===== src/rtl/core/lsc_pkg.sv =====
package lsc_pkg;
  localparam int COORD_BITS = 16;
  localparam int OUT_BITS   = COORD_BITS + 1;
  // working width: differences and moved points stay within COORD_BITS+2
  localparam int WB         = COORD_BITS + 2;
  localparam int PB         = 2 * WB;
  localparam int PCW        = $clog2(PB + 1);

  localparam logic [3:0] CODE_TOP    = 4'd8;
  localparam logic [3:0] CODE_BOTTOM = 4'd4;
  localparam logic [3:0] CODE_RIGHT  = 4'd2;
  localparam logic [3:0] CODE_LEFT   = 4'd1;

  localparam logic [2:0] REG_LEFT   = 3'd0;
  localparam logic [2:0] REG_RIGHT  = 3'd1;
  localparam logic [2:0] REG_BOTTOM = 3'd2;
  localparam logic [2:0] REG_TOP    = 3'd3;
  localparam logic [2:0] REG_SHX    = 3'd4;
  localparam logic [2:0] REG_SHY    = 3'd5;

  localparam int MAX_MOVES = 4;

  typedef logic signed [WB-1:0] wcoord_t;

  function automatic logic [3:0] region(input wcoord_t x, input wcoord_t y,
                                        input wcoord_t l, input wcoord_t r,
                                        input wcoord_t b, input wcoord_t t);
    logic [3:0] c;
    c = 4'd0;
    if (y > t) c = c | CODE_TOP;
    else if (y < b) c = c | CODE_BOTTOM;
    if (x > r) c = c | CODE_RIGHT;
    else if (x < l) c = c | CODE_LEFT;
    return c;
  endfunction
endpackage


===== src/rtl/core/lsc_muldiv.sv =====
// trunc(a*b/c): bit-serial shift-add multiply, then restoring division one bit a cycle
module lsc_muldiv import lsc_pkg::*; (
  input  logic    clk,
  input  logic    rst_n,
  input  logic    start,
  input  wcoord_t a,
  input  wcoord_t b,
  input  wcoord_t c,
  output logic    done,
  output wcoord_t q
);
  localparam logic [1:0] S_IDLE = 2'd0;
  localparam logic [1:0] S_MUL  = 2'd1;
  localparam logic [1:0] S_DIV  = 2'd2;
  localparam logic [1:0] S_FIN  = 2'd3;

  logic [1:0]     st_r;
  logic [PCW-1:0] cnt_r;
  logic [PB-1:0]  acc_r;   // product, later shifted out as dividend
  logic [PB-1:0]  mcand_r;
  logic [WB-1:0]  mplr_r;
  logic [WB-1:0]  dvs_r;
  logic [WB:0]    rem_r;
  logic [PB-1:0]  quo_r;
  logic           neg_r;
  logic           zero_r;

  logic [WB-1:0] ua, ub, uc;
  logic [WB:0]   rsh;
  logic [WB:0]   rsub;
  logic [WB-1:0] qn;

  assign ua   = a[WB-1] ? WB'(-a) : WB'(a);
  assign ub   = b[WB-1] ? WB'(-b) : WB'(b);
  assign uc   = c[WB-1] ? WB'(-c) : WB'(c);
  assign rsh  = {rem_r[WB-1:0], acc_r[PB-1]};
  assign rsub = rsh - {1'b0, dvs_r};
  assign qn   = quo_r[WB-1:0];
  assign q    = zero_r ? '0 : (neg_r ? wcoord_t'(-qn) : wcoord_t'(qn));
  assign done = (st_r == S_FIN);

  always_ff @(posedge clk) begin
    if (!rst_n) begin
      st_r <= S_IDLE;
    end else begin
      case (st_r)
        S_IDLE: if (start) begin
          st_r    <= S_MUL;
          cnt_r   <= PCW'(WB);
          acc_r   <= '0;
          mcand_r <= PB'(ua);
          mplr_r  <= ub;
          dvs_r   <= uc;
          neg_r   <= a[WB-1] ^ b[WB-1] ^ c[WB-1];
          zero_r  <= (uc == '0);
        end
        S_MUL: begin
          if (mplr_r[0]) acc_r <= acc_r + mcand_r;
          mcand_r <= mcand_r << 1;
          mplr_r  <= mplr_r >> 1;
          cnt_r   <= cnt_r - 1'b1;
          if (cnt_r == PCW'(1)) begin
            st_r  <= S_DIV;
            cnt_r <= PCW'(PB);
            rem_r <= '0;
            quo_r <= '0;
          end
        end
        S_DIV: begin
          if (!rsub[WB]) begin
            rem_r <= rsub;
            quo_r <= {quo_r[PB-2:0], 1'b1};
          end else begin
            rem_r <= rsh;
            quo_r <= {quo_r[PB-2:0], 1'b0};
          end
          acc_r <= acc_r << 1;
          cnt_r <= cnt_r - 1'b1;
          if (cnt_r == PCW'(1)) st_r <= S_FIN;
        end
        S_FIN: st_r <= S_IDLE;
        default: st_r <= S_IDLE;
      endcase
    end
  end

  a_done_one: assert property (@(posedge clk) disable iff (!rst_n)
    done |=> !done) else $error("done held");
  a_div_after_mul: assert property (@(posedge clk) disable iff (!rst_n)
    (st_r == S_DIV) |-> ($past(st_r) == S_MUL || $past(st_r) == S_DIV))
    else $error("bad order");
  a_start_idle: assert property (@(posedge clk) disable iff (!rst_n)
    (st_r == S_MUL) && $past(st_r) == S_IDLE |-> $past(start))
    else $error("spurious start");
endmodule


===== src/rtl/core/line_segment_clipper.sv =====
// channel | dir | handshake          | payload
// in      | in  | in_valid/in_ready  | start_x start_y end_x end_y
// out     | out | out_valid/out_ready| accepted clip_start_x/y clip_end_x/y
// cfg     | in  | cfg_we             | cfg_index cfg_data
// One segment at a time; each edge move runs in the serial multiply-divide
// unit (up to four moves). Trivial accept/reject needs no move.
// Reset is synchronous, active low.
// A finished result waits in the output register; the next segment is taken
// once that result register is empty or drained.
module line_segment_clipper import lsc_pkg::*; (
  input  logic                         clk,
  input  logic                         rst_n,
  input  logic                         in_valid,
  output logic                         in_ready,
  input  logic signed [COORD_BITS-1:0] in_start_x,
  input  logic signed [COORD_BITS-1:0] in_start_y,
  input  logic signed [COORD_BITS-1:0] in_end_x,
  input  logic signed [COORD_BITS-1:0] in_end_y,
  output logic                         out_valid,
  input  logic                         out_ready,
  output logic                         out_accepted,
  output logic signed [OUT_BITS-1:0]   out_clip_start_x,
  output logic signed [OUT_BITS-1:0]   out_clip_start_y,
  output logic signed [OUT_BITS-1:0]   out_clip_end_x,
  output logic signed [OUT_BITS-1:0]   out_clip_end_y,
  input  logic                         cfg_we,
  input  logic [2:0]                   cfg_index,
  input  logic [COORD_BITS-1:0]        cfg_data
);
  localparam logic [1:0] S_IDLE = 2'd0;
  localparam logic [1:0] S_EVAL = 2'd1;
  localparam logic [1:0] S_WAIT = 2'd2;
  localparam logic [1:0] S_DONE = 2'd3;

  logic signed [COORD_BITS-1:0] wl_r, wr_r, wb_r, wt_r, shx_r, shy_r;
  logic [1:0] st_r;
  wcoord_t x1_r, y1_r, x2_r, y2_r;
  logic [2:0] moves_r;
  logic       acc_r;
  logic       sel1_r, vert_r;
  wcoord_t    edge_r;

  wcoord_t l, r, bw, t;
  logic [3:0] c1, c2, ce;
  logic       md_start, md_done;
  wcoord_t    ma, mb, mc, mq, nv;
  logic       empty_win;

  assign l = wcoord_t'(wl_r);
  assign r = wcoord_t'(wr_r);
  assign bw = wcoord_t'(wb_r);
  assign t = wcoord_t'(wt_r);
  assign c1 = region(x1_r, y1_r, l, r, bw, t);
  assign c2 = region(x2_r, y2_r, l, r, bw, t);
  assign ce = (c1 != 4'd0) ? c1 : c2;
  assign empty_win = (l > r) || (bw > t);

  // operands for the current move; vert means a top/bottom edge
  always_comb begin
    if (vert_r) begin
      ma = wcoord_t'(x2_r - x1_r);
      mb = wcoord_t'(edge_r - y1_r);
      mc = wcoord_t'(y2_r - y1_r);
    end else begin
      ma = wcoord_t'(y2_r - y1_r);
      mb = wcoord_t'(edge_r - x1_r);
      mc = wcoord_t'(x2_r - x1_r);
    end
  end
  assign nv = wcoord_t'((vert_r ? x1_r : y1_r) + mq);

  logic md_go_r;
  assign md_start = md_go_r;

  lsc_muldiv u_md (
    .clk(clk), .rst_n(rst_n), .start(md_start),
    .a(ma), .b(mb), .c(mc), .done(md_done), .q(mq)
  );

  assign in_ready = (st_r == S_IDLE);
  assign out_valid = (st_r == S_DONE);

  always_ff @(posedge clk) begin
    if (!rst_n) begin
      wl_r  <= '0;
      wr_r  <= {1'b0, {(COORD_BITS-1){1'b1}}};
      wb_r  <= '0;
      wt_r  <= {1'b0, {(COORD_BITS-1){1'b1}}};
      shx_r <= '0;
      shy_r <= '0;
    end else if (cfg_we) begin
      case (cfg_index)
        REG_LEFT:   wl_r  <= cfg_data;
        REG_RIGHT:  wr_r  <= cfg_data;
        REG_BOTTOM: wb_r  <= cfg_data;
        REG_TOP:    wt_r  <= cfg_data;
        REG_SHX:    shx_r <= cfg_data;
        REG_SHY:    shy_r <= cfg_data;
        default: ;
      endcase
    end
  end

  always_ff @(posedge clk) begin
    if (!rst_n) begin
      st_r    <= S_IDLE;
      md_go_r <= 1'b0;
      moves_r <= '0;
    end else begin
      md_go_r <= 1'b0;
      case (st_r)
        S_IDLE: if (in_valid) begin
          x1_r    <= wcoord_t'(in_start_x);
          y1_r    <= wcoord_t'(in_start_y);
          x2_r    <= wcoord_t'(in_end_x);
          y2_r    <= wcoord_t'(in_end_y);
          moves_r <= '0;
          st_r    <= S_EVAL;
        end
        S_EVAL: begin
          if (empty_win) begin
            acc_r <= 1'b0;
            st_r  <= S_DONE;
          end else if (c1 == 4'd0 && c2 == 4'd0) begin
            acc_r <= 1'b1;
            st_r  <= S_DONE;
          end else if ((c1 & c2) != 4'd0 || moves_r == 3'(MAX_MOVES)) begin
            acc_r <= 1'b0;
            st_r  <= S_DONE;
          end else begin
            sel1_r  <= (c1 != 4'd0);
            md_go_r <= 1'b1;
            st_r    <= S_WAIT;
            if ((ce & CODE_TOP) != 4'd0) begin
              vert_r <= 1'b1; edge_r <= t;
            end else if ((ce & CODE_BOTTOM) != 4'd0) begin
              vert_r <= 1'b1; edge_r <= bw;
            end else if ((ce & CODE_RIGHT) != 4'd0) begin
              vert_r <= 1'b0; edge_r <= r;
            end else begin
              vert_r <= 1'b0; edge_r <= l;
            end
          end
        end
        S_WAIT: if (md_done) begin
          // swap in the moved point
          if (sel1_r) begin
            if (vert_r) begin x1_r <= nv; y1_r <= edge_r; end
            else begin y1_r <= nv; x1_r <= edge_r; end
          end else begin
            if (vert_r) begin x2_r <= nv; y2_r <= edge_r; end
            else begin y2_r <= nv; x2_r <= edge_r; end
          end
          moves_r <= moves_r + 1'b1;
          st_r    <= S_EVAL;
        end
        S_DONE: if (out_ready) st_r <= S_IDLE;
        default: st_r <= S_IDLE;
      endcase
    end
  end

  assign out_accepted     = acc_r;
  assign out_clip_start_x = acc_r ? OUT_BITS'(x1_r + wcoord_t'(shx_r)) : '0;
  assign out_clip_start_y = acc_r ? OUT_BITS'(y1_r + wcoord_t'(shy_r)) : '0;
  assign out_clip_end_x   = acc_r ? OUT_BITS'(x2_r + wcoord_t'(shx_r)) : '0;
  assign out_clip_end_y   = acc_r ? OUT_BITS'(y2_r + wcoord_t'(shy_r)) : '0;

  a_moves_cap: assert property (@(posedge clk) disable iff (!rst_n)
    moves_r <= 3'(MAX_MOVES)) else $error("too many moves");
  a_accept_inside: assert property (@(posedge clk) disable iff (!rst_n)
    (out_valid && out_accepted) |-> (c1 == 4'd0 && c2 == 4'd0))
    else $error("accepted outside window");
  a_wait_started: assert property (@(posedge clk) disable iff (!rst_n)
    (st_r == S_WAIT) && $past(st_r) == S_EVAL |-> md_go_r)
    else $error("move without unit start");
endmodule

===== config.mk =====
export PLATFORM = sky130hd
export DESIGN_NAME = line_segment_clipper
export DESIGN_NICKNAME = d
export VERILOG_FILES = /design/src/rtl/core/lsc_pkg.sv /design/src/rtl/core/lsc_muldiv.sv /design/src/rtl/core/line_segment_clipper.sv
export SDC_FILE = /design/constraint.sdc
export NUM_CORES = 1
export LEC_CHECK = 0
export ABC_AREA = 0
export BUFFER_PORTS_ARGS = -buffer_cell sky130_fd_sc_hd__buf_2
export CELL_PAD_IN_SITES_DETAIL_PLACEMENT = 0
export CELL_PAD_IN_SITES_GLOBAL_PLACEMENT = 1
export CORE_UTILIZATION = 45
export DETAILED_ROUTE_END_ITERATION = 6
export MAX_ROUTING_LAYER = met4
export PLACE_DENSITY = 0.87
export SYNTH_ARGS = -nofsm -noshare
export SYNTH_HDL_FRONTEND = slang
export SYNTH_HIERARCHICAL = 1
export SYNTH_SLANG_ARGS = --single-unit
export TNS_END_PERCENT = 50

===== constraint.sdc =====
create_clock -name clk -period 14.7 [get_ports clk]
set_clock_uncertainty 0.2 [all_clocks]
set_input_delay 1.47 -clock clk [delete_from_list [all_inputs] [get_ports clk]]
set_output_delay 1.47 -clock clk [all_outputs]
set_load 0.005 [all_outputs]

==> metrics.md, run 1 <==
| Metric | Value |
|---|---|
| Crit-path cells | buf_4 -> buf_4 -> nand2_1 -> a21boi_0 -> ha_1 -> nor2b_1 -> o21ai_0 -> a21boi_0 -> o21ai_0 -> a211oi_1 -> a21oi_1 -> a21o_1 -> nor2_1 -> a211oi_2 -> buf_4 -> o21ai_0 -> nand3_1 -> or3_1 -> o31ai_1 -> xor2_1 -> o21ai_0 |
| Crit path launch type | flop |
| Setup CP Type | reg -> reg |
| Leakage | 13.7 nW |
| Multi-input logic area | 19000 um2 |
| Routability Congestion | 0.964 |
| CP endpoint kind | flop |
| Drt initial violations | 1909 |
| Vias/cell | 5.87 |
| Max incr delay on CP | 0.69 ns |
| Netlist area before placement | 29500 um2 |
| Std cell rows | 93 |
| Post-Place Cells | 4301 |
| Fin crit period | 5.82 ns |
| Post-cts gate resize count | 0 |
| Syn nets | a little under 4000 |
| Effective utilization at floorplan | 45.7% |
| Vias in the first global route | 24400 |
| WL/cell | approximately 21 um |
| Area Growth Syn to Fin | 10.3% |
| Final Hold Vio Count | 0 |
| RSZ-0062 raised after global routing | no |
| Max Clk Rate | between 150 and 200 MHz |
| Total GRT Usage | between 20 and 30% |
| EDFF count, synth | 243 |
| Die width | 258 um |
| Critical path peak fanout | 70 |
| DRT Pass-1 Iters | 7 |
| Register area | 9380 um2 |
| Vias after detailed routing | 25700 |
| Req. time, crit path | 14.79 ns |
| Buffers on Ports | 158 |
| Post-CTS setup buffer count | 0 |
| Layout cells sized above 1 | 9.02% |
| Top cells by area, synth | edfxtp_1, ha_1, dfxtp_1 |
| Main synth FF type | edfxtp_1 |
| Top cell type's share of synthesized area | 24.7% |
| I/O pin total | 159 |
| Detailed placement HPWL | 71500 um |
| First-pass GRT wire length | 140000 um |
| Worst hold path type | reg -> reg |
| Power per cell area | slightly above 100 nW/um2 |
| Finished Layout Cells | between 4000 and 5000 |
| Mapped Avg Cell Area | 8.73 um2 |
| TritonCTS clock tree | done |
| Die H | 258 um |
| Core Area | about 65000 um2 |
| Worst slew margin relative to its limit | 20.5% |
| CP dominant cell by count | o21ai_0 |
| Largest net degree at the start of global routing | 100 |
| Die area | 66600 um2 |
| Final period utilization | between 30 and 40% |
| Final worst setup slack | 8.88 ns |
| Status | completed |
| Fin nets | 3958 |
| Area leader, netlist | edfxtp_1 |
| Async SR Flop Fraction | 0% |
| #FFs+latches synth | 347 |
| Peak VDD IR | 0.0000703 V |
| H-tree Lvls | 2 |
| Max-slew violations | 0 |
| TritonCTS Sinks | 347 |
| Clk_lat worst skew | roughly 0.59 ns |
| Global route total overflow | 0 |
| TritonCTS Buffers | 42 |
| Final setup fails | 0 |
| Post-place setup slack | just under 9 ns |
| Root buffer cell | clkbuf_16 |
| Setup Total Neg Slack | 0 ns |
| Worst path slowest cell | buf_4 |
| Max-cap violation count | 0 |
| Antenna violations before repair | 0 |
| Total power | 3.36 mW |
| CP delay by family, top | compound AO/OA/AOI/OAI gates |
| Bufs and invs on worst path | 3 |
| Post-Route WL | 91700 um |
| Data arrival, critical path | slightly below 6 ns |
| N_diodes | 0 |
| Synth warn | 6 |
| Unique masters post-synth | 93 |
| Register area share after synthesis | a little under a third |
| Clk buf depth | 3 |
| Routed Antenna Nets | 0 |
| Least-Margin Pin Slew | 1.19 ns |
| Clock-pin slew on the worst setup and hold paths | roughly 0.06 ns |
| Filler Cells Inserted | just over 6000 |
| # DRC | 0 |
| Post-Synthesis Cells | ~3400 |
| Count of hold buffers inserted by post-cts repair | 0 |
## cell type report
cell class / instances / area share, %
Clock inverter: 28 / 0.815
Tap cell: 855 / 3.29
Clock buffer: 50 / 3.45
Sequential cell: 347 / 28.8
Inverter: 194 / 2.24
Timing Repair Buffer: 180 / 2.94
Multi-Input combinational cell: 2725 / 58.4
## registers in the layout, summed over array words and instances (netlist names), 18 cells and up
signal	count
y1_r	18
x2_r	18
u_md/rem_r	18
u_md/acc_r	36
u_md/dvs_r	18
u_md/mcand_r	36
u_md/quo_r	18
y2_r	18
u_md/mplr_r	18
x1_r	18
## cells in the mapped netlist (22+ instances only)
cell type  instances
ha_1             370
nor3_1            60
nand3_1           60
o211ai_1          53
and3_1            34
xor2_1           109
a211oi_1          28
inv_1            191
o31ai_1           32
o21ai_0          204
and2_1            70
o21bai_1          22
a21oi_1          183
o21a_1            53
edfxtp_1         243
nand4_1           28
nand2b_1          32
mux2i_1           70
xnor2_1          104
clkbuf_1         103
a21boi_0          76
a21o_1            66
nor2_1           267
nor2b_1           46
nand2_1          439
dfxtp_1          104
a31oi_1           24
## routing by layer
layer  vias to the layer above  global-route usage, %  wire [um]
li1                      12500                      -          -
met4                         0                   12.7       4440
met2                       841                   45.0      42300
met3                       168                   2.73       5310
met5                         -                      -          0
met1                     12200                   35.5      39600
## per-stage QoR
stage	hold WS (ns)	instance area [um2]	util, %
3_3_place_gp	0.289	31100	48.2
4_1_cts	0.300	32500	50.4
2_1_floorplan	0.256	29500	-
6_report	0.297	32500	50.4
3_5_place_dp	0.292	31100	48.2
5_1_grt	0.318	32500	50.4
## cell usage in the layout, fill, tap and decap left out, drive strengths merged, types with 22 or more instances in the layout
cell type and count:
nor2 267, o21ai 225, edfxtp 243, o21a 53
inv 198, ha 370, o31ai 33, nand2b 32
nand2 440, dfxtp 104, a31oi 24, buf 180
clkbuf 50, a21oi 184, and2 71, mux2i 70
nand3 60, nand4 29, a21boi 76, o21bai 22
a211oi 28, nor2b 46, xor2 109, xnor2 104
and3 34, a21o 66, nor3 62, o211ai 54
## report_power, final
| part | total (mW) | leakage (nW) | switching [mW] | internal, mW |
|---|---|---|---|---|
| combinational | 1.05 | 9.94 | 0.648 | 0.404 |
| clock | 1.07 | 0.687 | 0.455 | 0.620 |
| sequential | 1.23 | 3.08 | 0.0751 | 1.16 |
| total | 3.36 | 13.7 | 1.18 | 2.18 |
## worst min-delay path, stage by stage (launching register included)
cell and delay [ns]:
dfxtp_1 0.33, nand2_1 0.05, a21boi_0 0.06
## final timing paths
check	startpoint	to	depth (start not counted)	slack (ns)
max	vert_r	u_md/mplr_r[14]	21	8.88
min	shx_r[8]	shx_r[8]	2	0.30
max reg2reg	vert_r	u_md/mplr_r[14]	21	8.88
min reg2reg	shx_r[8]	shx_r[8]	2	0.30
## cells by family after synthesis
family / share of synthesized area (%)
compound gates: 20.3
xor+xnor: 6.32
fa+ha+maj: 16.4
buf+inv: 3.97
flops: 31.8
mux: 3.06
simple gates: 18.2
Power figures use the tool's default switching activity.
==> run 2, diff against run 1 <==
- CORE_UTILIZATION: 45 -> 44
- PLACE_DENSITY: 0.87 -> 0.88
- clock period: 14.7 -> 5.1 ns (I/O delays scaled with it)
==> run 2 against run 1 <==
Sequential power rose to 2.9 times the previous value. First-iteration DRC count grew 13%. Worst hold slack worse by 0.28 ns. Via count increased by 0.96%. Largest power group unchanged.
==> metrics.md, run 2 (synthesis gave the netlist of run 1 again) <==
| Metric | Value |
|---|---|
| Clk buf depth | 3 |
| Combinational power share | 31.8% |
| Max incr delay on CP | 0.67 ns |
| Post-place setup slack | 0.223 ns |
| Worst path slowest cell | o41ai_1 |
| Max Clk Rate | 205 MHz |
| Worst hold path type | in -> reg |
| Fin nets | 4000 |
| H-tree Lvls | 2 |
| Die H | 261 um |
| # DRC | 0 |
| TritonCTS Buffers | 41 |
| TritonCTS clock tree | done |
| Peak VDD IR | 0.000208 V |
| WL/cell | 21.6 um |
| RSZ-0062 raised after global routing | yes |
| Final Hold Vio Count | 0 |
| Vias after detailed routing | 26000 |
| Global route total overflow | 0 |
| Post-Place Cells | between 4000 and 5000 |
| Least-Margin Pin Slew | 1.18 ns |
| Fin crit period | approximately 5 ns |
| Critical path peak fanout | 3 |
| Setup CP Type | reg -> out |
| WHS Endpoint | x1_r[11] |
| Die width | 261 um |
| Routability Congestion | roughly 1 |
| Worst slew margin relative to its limit | a little over a fifth |
| Buffers on Ports | 158 |
| Data arrival, critical path | 4.16 ns |
| Hold_sp | in_start_x[11] |
| Clk_lat worst skew | approximately 0.6 ns |
| Max-cap violation count | 0 |
| I/O pin total | 159 |
| Final setup fails | 0 |
| R2R Path End | u_md/mplr_r[15] |
| Setup Total Neg Slack | 0 ns |
| Worst r2r src | vert_r |
| NetSw | 3.41 mW |
| Drt initial violations | 2148 |
| Leakage | 13.9 nW |
| Crit path launch type | flop |
| Total power | 9.82 mW |
| DRT Pass-1 Iters | 5 |
| CP dominant cell by count | a21oi_1 |
| Std cell rows | 94 |
| Die area | 68100 um2 |
| Area Growth Syn to Fin | 11.9% |
| Layout cells sized above 1 | 10.1% |
| Detailed placement HPWL | 75300 um |
| Hold depth | 3 |
| Routed Antenna Nets | 0 |
| Switching Share | 34.7% |
| CP delay by family, top | compound AO/OA/AOI/OAI gates |
| Post-CTS setup buffer count | 0 |
| Clock-pin slew on the worst setup and hold paths | around 0.06 ns |
| First-pass GRT wire length | between 100000 and 150000 um |
| Hold WS | about 0.015 ns |
| Most frequent cells in the layout | nand2_1, ha_1, nor2_1, edfxtp_1, o21ai_0 |
| Total GRT Usage | 28.5% |
| Post-DP Area | between 30000 and 40000 um2 |
| Root buffer cell | clkbuf_16 |
| Power per cell area | 298 nW/um2 |
| R2R setup slack | 0.25 ns |
| Flop pwr share | 35.9% |
| Post-Route WL | roughly 96000 um |
| Crit-path cells | ha_1 -> fa_1 -> a21o_1 -> a21oi_1 -> o21ai_0 -> a31o_2 -> o41ai_1 -> o2111ai_1 -> a21oi_1 -> xnor2_1 -> nor2_1 -> buf_2 |
| Top flop regs | u_md/acc_r: 36 flops, u_md/mcand_r: 36 flops |
| P_int | 6.41 mW |
| Max-slew violations | 0 |
| Vias/cell | 5.86 |
| Core Area | 66100 um2 |
| Power share of the clock group | 32.3% |
| Finished Layout Cells | roughly 4400 |
| Commonest non-fill, non-tap cell in the layout | nand2_1 |
| Largest net degree at the start of global routing | 68 |
| FF-to-FF path depth | 16 |
| CP endpoint kind | output pin |
| Req. time, crit path | 4.39 ns |
| TritonCTS Sinks | between 300 and 400 |
| Bufs and invs on worst path | 1 |
| Status | completed |
| Final core utilization | about 50% |
| Final worst setup slack | about 0.23 ns |
| Post-route cell area | 33000 um2 |
| Final period utilization | 95.5% |
| Antenna violations before repair | 1 |
| Vias in the first global route | 23900 |
| Effective utilization at floorplan | 44.6% |
run 2: worst reg2reg max path, cell delays in order, from the launching register on:
cell	delay (ns)
edfxtp_1	0.53
nand2_1	0.11
a21boi_0	0.32
inv_1	0.11
fa_1	0.44
nor2b_1	0.12
o21ai_0	0.11
a21boi_0	0.37
o21ai_0	0.21
a21oi_2	0.36
a21oi_1	0.14
xnor2_1	0.18
or3_4	0.42
or4_4	0.44
o41ai_2	0.24
xor2_1	0.18
o21ai_1	0.07
run 2: worst max path at each step:
stage | startpoint | endpoint | slack (ns) | cells past startpoint
finish | x2_r[0] | out_clip_end_x[16] | 0.23 | 12
global route | y2_r[1] | u_md/zero_r | -0.04 | 17
CTS | vert_r | u_md/mplr_r[15] | 0.16 | 16
detailed placement | vert_r | u_md/mplr_r[15] | 0.22 | 16
global placement | vert_r | u_md/mplr_r[15] | 0.30 | 16
floorplan | u_md/st_r[0] | u_md/acc_r[0] | 0.27 | 5
run 2: per-layer routing:
layer / up-vias / share of wire (%) / global-route usage [%]
met4: 0 / 6.3 / 16.0
li1: 12600 / - / -
met1: 12300 / 43 / 36.2
met3: 186 / 5.5 / 2.75
met2: 868 / 45 / 44.4
met5: - / 0 / -
run 2: area by class of cell:
cell class | instances | area, um2
Multi-Input combinational cell | 2725 | 19000
Antenna cell | 2 | 5.00
Timing Repair Buffer | 223 | 1310
Inverter | 194 | 728
Fill cell | 6367 | 33100
Tap cell | 864 | 1080
Clock inverter | 27 | 313
Clock buffer | 49 | 1140
Sequential cell | 347 | 9380
run 2: power groups by stage:
stage,logic (mW),clock network [mW],registers (mW)
after CTS,3.09,3.21,3.52
after global routing,3.44,3.30,3.54
after floorplan,2.20,0,3.50
after detailed placement,3.07,0,3.58
final,3.13,3.17,3.53
after global placement,3.04,0,3.58
run 2: repair_timing:
action,4_1_cts,5_1_grt
endpoints found under the hold margin,10,0
gates resized for setup,0,9
hold buffers,10,0
endpoints found under the setup margin,0,7
